--- src/design/kab_pkg.sv ---
// Package of the angle and bias filter: widths, codes, reset values, types and
// saturation helpers. Used by the filter, its multiplier and its divider.
package kab_pkg;

  localparam int unsigned NoiseW = 24;
  localparam int unsigned AngW   = 32;
  localparam int unsigned CovW   = 48;
  localparam int unsigned WideW  = 58;
  localparam int unsigned ProdW  = 57;
  localparam int unsigned DenW   = 48;
  localparam int unsigned QuotW  = 31;

  localparam logic [1:0] RegAngleNoise   = 2'd0;
  localparam logic [1:0] RegBiasNoise    = 2'd1;
  localparam logic [1:0] RegMeasureNoise = 2'd2;

  localparam logic [NoiseW-1:0] AngleNoiseRst   = 24'd167772;
  localparam logic [NoiseW-1:0] BiasNoiseRst    = 24'd50332;
  localparam logic [NoiseW-1:0] MeasureNoiseRst = 24'd167772;

  typedef enum logic [6:0] {
    ST_IDLE     = 7'b0000001,
    ST_MUL_LO   = 7'b0000010,
    ST_MUL_HI   = 7'b0000100,
    ST_MUL_WB   = 7'b0001000,
    ST_DIV_GO   = 7'b0010000,
    ST_DIV_WAIT = 7'b0100000,
    ST_FINISH   = 7'b1000000
  } state_e;

  typedef enum logic [3:0] {
    OP_ANG_PRED, OP_BB_DT, OP_INNER_DT, OP_QB_DT, OP_Y_K0,
    OP_Y_K1, OP_BA, OP_BB, OP_AA, OP_AB
  } op_e;

  typedef struct packed {
    logic lo_en;
    logic hi_en;
  } mul_ctl_t;

  typedef struct packed {
    logic busy;
    logic done;
  } div_stat_t;

  function automatic logic signed [AngW-1:0] sat32(input logic signed [WideW-1:0] v);
    logic signed [WideW-1:0] hi;
    logic signed [WideW-1:0] lo;
    hi = 58'sh7FFFFFFF;
    lo = -58'sh80000000;
    if (v > hi) return 32'sh7FFFFFFF;
    else if (v < lo) return -32'sh80000000;
    else return v[AngW-1:0];
  endfunction

  function automatic logic signed [CovW-1:0] sat48(input logic signed [WideW-1:0] v);
    logic signed [WideW-1:0] hi;
    logic signed [WideW-1:0] lo;
    hi = 58'sh7FFFFFFFFFFF;
    lo = -58'sh800000000000;
    if (v > hi) return 48'sh7FFFFFFFFFFF;
    else if (v < lo) return -48'sh800000000000;
    else return v[CovW-1:0];
  endfunction

endpackage

--- src/design/kab_div.sv ---
// Restoring divider, one quotient bit a cycle, for the signed Q7.24 gain.
// Depends on kab_pkg.
module kab_div (
  input  logic                            clk_i,
  input  logic                            rst_ni,
  input  logic                            start_i,
  input  logic signed [kab_pkg::CovW-1:0] num_i,
  input  logic [kab_pkg::DenW-1:0]        den_i,
  output kab_pkg::div_stat_t              stat_o,
  output logic signed [31:0]              quot_o
);
  import kab_pkg::*;

  logic              busy_q, done_q, neg_q;
  logic [4:0]        cnt_q;
  logic [DenW-1:0]   rem_q, den_q;
  logic [6:0]        sh_q;
  logic [QuotW-1:0]  q_q;
  logic [CovW-1:0]   mag;
  logic [DenW:0]     trial;
  logic              fits;

  assign mag   = num_i[47] ? CovW'(-num_i) : CovW'(num_i);
  assign trial = {rem_q, sh_q[6]};
  assign fits  = trial >= {1'b0, den_q};

  always_ff @(posedge clk_i or negedge rst_ni) begin
    if (!rst_ni) begin
      busy_q <= 1'b0;
      done_q <= 1'b0;
      cnt_q  <= '0;
    end else begin
      if (start_i) begin
        if ({7'b0, mag} >= {den_i, 7'b0}) begin
          done_q <= 1'b1;
        end else begin
          done_q <= 1'b0;
          busy_q <= 1'b1;
          cnt_q  <= 5'd31;
        end
      end else if (busy_q) begin
        cnt_q <= cnt_q - 5'd1;
        if (cnt_q == 5'd1) begin
          busy_q <= 1'b0;
          done_q <= 1'b1;
        end else begin
          done_q <= 1'b0;
        end
      end else begin
        done_q <= 1'b0;
      end
    end
  end

  always_ff @(posedge clk_i) begin
    if (start_i) begin
      neg_q <= num_i[47];
      den_q <= den_i;
      rem_q <= DenW'(mag[47:7]);
      sh_q  <= mag[6:0];
      q_q   <= '1;
    end else if (busy_q) begin
      rem_q <= fits ? DenW'(trial - {1'b0, den_q}) : trial[DenW-1:0];
      sh_q  <= {sh_q[5:0], 1'b0};
      q_q   <= {q_q[QuotW-2:0], fits};
    end
  end

  assign stat_o.busy = busy_q;
  assign stat_o.done = done_q;
  assign quot_o      = neg_q ? -$signed({1'b0, q_q}) : $signed({1'b0, q_q});

endmodule

--- config.mk ---
export PLATFORM = sky130hd
export DESIGN_NAME = kab_div
export DESIGN_NICKNAME = d
export VERILOG_FILES = /design/src/design/kab_pkg.sv /design/src/design/kab_div.sv
export SDC_FILE = /design/constraint.sdc
export NUM_CORES = 1
export LEC_CHECK = 0
export CAP_MARGIN = 10
export CORE_MARGIN = 1
export CORE_UTILIZATION = 50
export DETAILED_ROUTE_END_ITERATION = 7
export DONT_BUFFER_PORTS = 1
export PLACE_DENSITY = 0.78
export SLEW_MARGIN = 10
export SYNTH_ARGS = -nofsm -noshare
export SYNTH_HDL_FRONTEND = slang
export SYNTH_SLANG_ARGS = --single-unit
--- constraint.sdc ---
create_clock -name clk_i -period 3.6 [get_ports clk_i]
set_clock_uncertainty 0.05 [all_clocks]
set_input_delay 0.9 -clock clk_i [delete_from_list [all_inputs] [get_ports clk_i]]
set_output_delay 0.9 -clock clk_i [all_outputs]
set_load 0.02 [all_outputs]
==> impl_metrics.env <==
export IMPL_outcome="finished with violations"
export IMPL_violations="negative setup slack"
export IMPL_grt_pass1_vias=9952
export IMPL_cts_root_buf="clkbuf_16"
export IMPL_layout_nets=1563
export IMPL_synth_cell_types=70
export IMPL_most_common_layout_cells="113 x nand2_1, 107 x inv_1, 107 x buf_4"
export IMPL_track_usage_pct=26.2
export IMPL_worst_pin_slew_ns=1.08
export IMPL_powerDensity_mw_per_mm2=623
export IMPL_crit_path_start_kind="primary input"
export IMPL_syn_area_per_cell_sq_um=8.73
export IMPL_grt_max_degree=87
export IMPL_path_class="primary input to register"
export IMPL_place_inst=1607
export IMPL_p_switching_mw=3.58
export IMPL_area_delta_synth_final_pct=23.4
export IMPL_stdcell_count=1662
export IMPL_io_buffers=0
export IMPL_die_area_sq_mm=0.0230
export IMPL_cp_arrival_ns=5.37
export IMPL_cts_tree="yes"
export IMPL_drc=0
export IMPL_final_common_cell="nand2_1"
export IMPL_r2r_slack_ns=0.17
export IMPL_hold_violations=0
export IMPL_cts_buffers=17
export IMPL_switching_share_pct=41.6
export IMPL_synth_flop_cell="edfxtp_1"
export IMPL_p_comb_share_pct=51.9
export IMPL_dp_hpwl_um=21000
export IMPL_intPower_mw=5.02
export IMPL_synth_net_count=1474
export IMPL_setup_violations_final=39
export IMPL_drv_cap=0
export IMPL_critical_path_cell_chain="or4_4, or4_4, buf_6, or3_4, or3_4, or4_4, buf_4, buf_6, buf_6, o21ai_4, xnor2_2, ha_1, a21o_1, a21o_1, a21oi_1, o21ai_0, a21oi_2, nand3_4, nand3_4, buf_6, nand2_1"
export IMPL_viasPerCell=5.96
export IMPL_leakage_nw=6.07
export IMPL_synth_warning_count=0
export IMPL_antenna_found_initial=0
export IMPL_ys_ff_latch=142
export IMPL_start_util_pct=51.1
export IMPL_post_route_period_util_pct=142
export IMPL_htreeDepth=4
export IMPL_cpMostUsedCell="buf_6"
export IMPL_routabilityCongestion=0.960
export IMPL_max_slew_margin_pct=27.5
export IMPL_cp_slowest_cell="or4_4"
export IMPL_maxSlewViolCount=0
export IMPL_die_h_um=152
export IMPL_wl_per_cell_um=17.9
export IMPL_grt_setup_unrepaired="yes"
export IMPL_rows=54
export IMPL_yosysSeqAreaShare_pct=34.4
export IMPL_ant_nets=0
export IMPL_num_io_pins=133
export IMPL_drt_total_wl_um=29700
export IMPL_synth_edf_count=97
export IMPL_cp_max_fo=4
export IMPL_setup_ws_ns=-1.49
export IMPL_grt_ovfl_total=0
export IMPL_async_flop_share_pct=4.93
export IMPL_seqPwrFrac_pct=27.3
export IMPL_drive_gt1_share_pct=21.0
export IMPL_drt_iter0_markers=759
export IMPL_antenna_diode_count=0
export IMPL_whs_ns=0.106
export IMPL_vias=9901
export IMPL_first_pass_iters=5
export IMPL_synthesis_instances=1280
export IMPL_clk_pin_slew_ns=0.07
export IMPL_cp_required_ns=3.88
export IMPL_crit_path_end_kind="register"
export IMPL_fmax_ghz=0.196
export IMPL_netlist_area_sq_mm=0.0112
export IMPL_ir_drop_mv=0.572
export IMPL_critPathMaxStageDelay_ns=0.52
export IMPL_min_period_ns=5.09
export IMPL_cts_sinks=142
export IMPL_clock_power_share_pct=20.9
export IMPL_grt_first_pass_wirelength_um=47500
export IMPL_die_w_um=152
export IMPL_core_area_sq_mm=0.0219
export IMPL_hp_class="primary input to async pin"
export IMPL_clkLatencyLatePin_ns=0.44
export IMPL_clockBufferDepth=2
[metrics by stage]
step                      cell area [sq um]  power (mW)  utilization [%]  worst slack (ns)  TNS [ns]
after floorplan                       11400        5.56                -             -1.66    -19.39
after global placement                12300        6.43             56.3             -1.91    -27.69
after detailed placement              12300        6.55             56.3             -2.02    -29.81
after CTS                             13500        8.47             61.8             -1.47    -23.15
after global routing                  13800        9.17             63.0             -1.65    -27.54
final                                 13800        8.60             63.0             -1.49    -24.32
[repair_timing]
| item | in CTS | in global routing |
|---|---|---|
| hold buffers | 0 | 0 |
| gates resized for setup | 78 | 50 |
| pin swaps | 33 | 22 |
| buffers inserted | 22 | 14 |
| setup endpoints to repair | 39 | 50 |
[critical path: cells and delay by family]
| kind | cells | cell delay [ns] |
|---|---|---|
| xor gates and xnor gates | 1 | 0.13 |
| AOI/OAI and AO/OA | 6 | 1.00 |
| buffers and inverters | 5 | 0.61 |
| and+or+nand+nor | 8 | 2.44 |
| adders and majority gates | 1 | 0.27 |
[flip-flops by register name, indices dropped and copies added (netlist names)]
register / flops
sh_q: 7
done_q: 1
neg_q: 1
rem_q: 48
q_q: 31
cnt_q: 5
busy_q: 1
den_q: 48
[power by group through the flow]
stage,registers [mW],logic [mW],clock network [mW]
after CTS,2.34,4.31,1.81
after global placement,2.35,4.09,0
after detailed placement,2.37,4.18,0
final,2.34,4.46,1.80
after global routing,2.38,4.91,1.88
after floorplan,2.31,3.25,0
[final cells by class]
| cell class | count | area (sq um) |
|---|---|---|
| sequential | 142 | 3860 |
| inverter | 112 | 420 |
| multi-input combinational | 969 | 7510 |
| tap | 280 | 350 |
| timing repair buffer | 127 | 1060 |
| clock buffer | 18 | 450 |
| fill | 1790 | 8090 |
| clock inverter | 14 | 145 |
[synth_stat cells (28+ instances only)]
master / number / area, sq um
nor2_1: 87 / 327
xnor2_1: 88 / 771
edfxtp_1: 97 / 2910
a21o_1: 47 / 353
inv_1: 110 / 413
clkbuf_1: 45 / 169
o21ai_0: 78 / 390
a21oi_1: 105 / 526
nand2_1: 121 / 454
xor2_1: 28 / 245
dfxtp_1: 38 / 761
mux2i_1: 33 / 330
ha_1: 94 / 1180
[per-layer routing]
layer / part of all wire (%) / GRT usage, % / wire length [um] / up-vias
li1: - / - / - / 4813
met1: 42 / 31.4 / 12400 / 4693
met2: 50 / 46.7 / 14900 / 332
met3: 6.0 / 5.21 / 1770 / 63
met4: 2.0 / 8.51 / 603 / 0
met5: 0 / 0 / 0 / -
[path summary, 6_finish.rpt]
kind                                             start                      to  cells after the start
worst min-delay path                            rst_ni      busy_q$_DFFE_PN0P_                      0
worst max register to register      rem_q[3]$_DFFE_PP_     rem_q[36]$_DFFE_PP_                     11
worst max-delay path                         num_i[12]        done_q$_DFF_PN0_                     21
min in group clk_i              rem_q[46]$_SDFFE_PP0P_  rem_q[46]$_SDFFE_PP0P_                      2
max in group asynchronous                       rst_ni      busy_q$_DFFE_PN0P_                      0
worst min register to register  rem_q[46]$_SDFFE_PP0P_  rem_q[46]$_SDFFE_PP0P_                      2
[cells by family after synthesis]
group / Yosys count / synth area share [%]
XOR/XNOR: 116 / 9.09
buffers and inverters: 169 / 5.79
adder cells (fa/ha/maj): 95 / 10.7
flip-flops: 142 / 34.4
AO/OA/AOI/OAI: 357 / 20.5
AND/OR/NAND/NOR: 355 / 15.3
multiplexers: 46 / 4.26
Note: power is estimated with default switching activity, not from simulation.
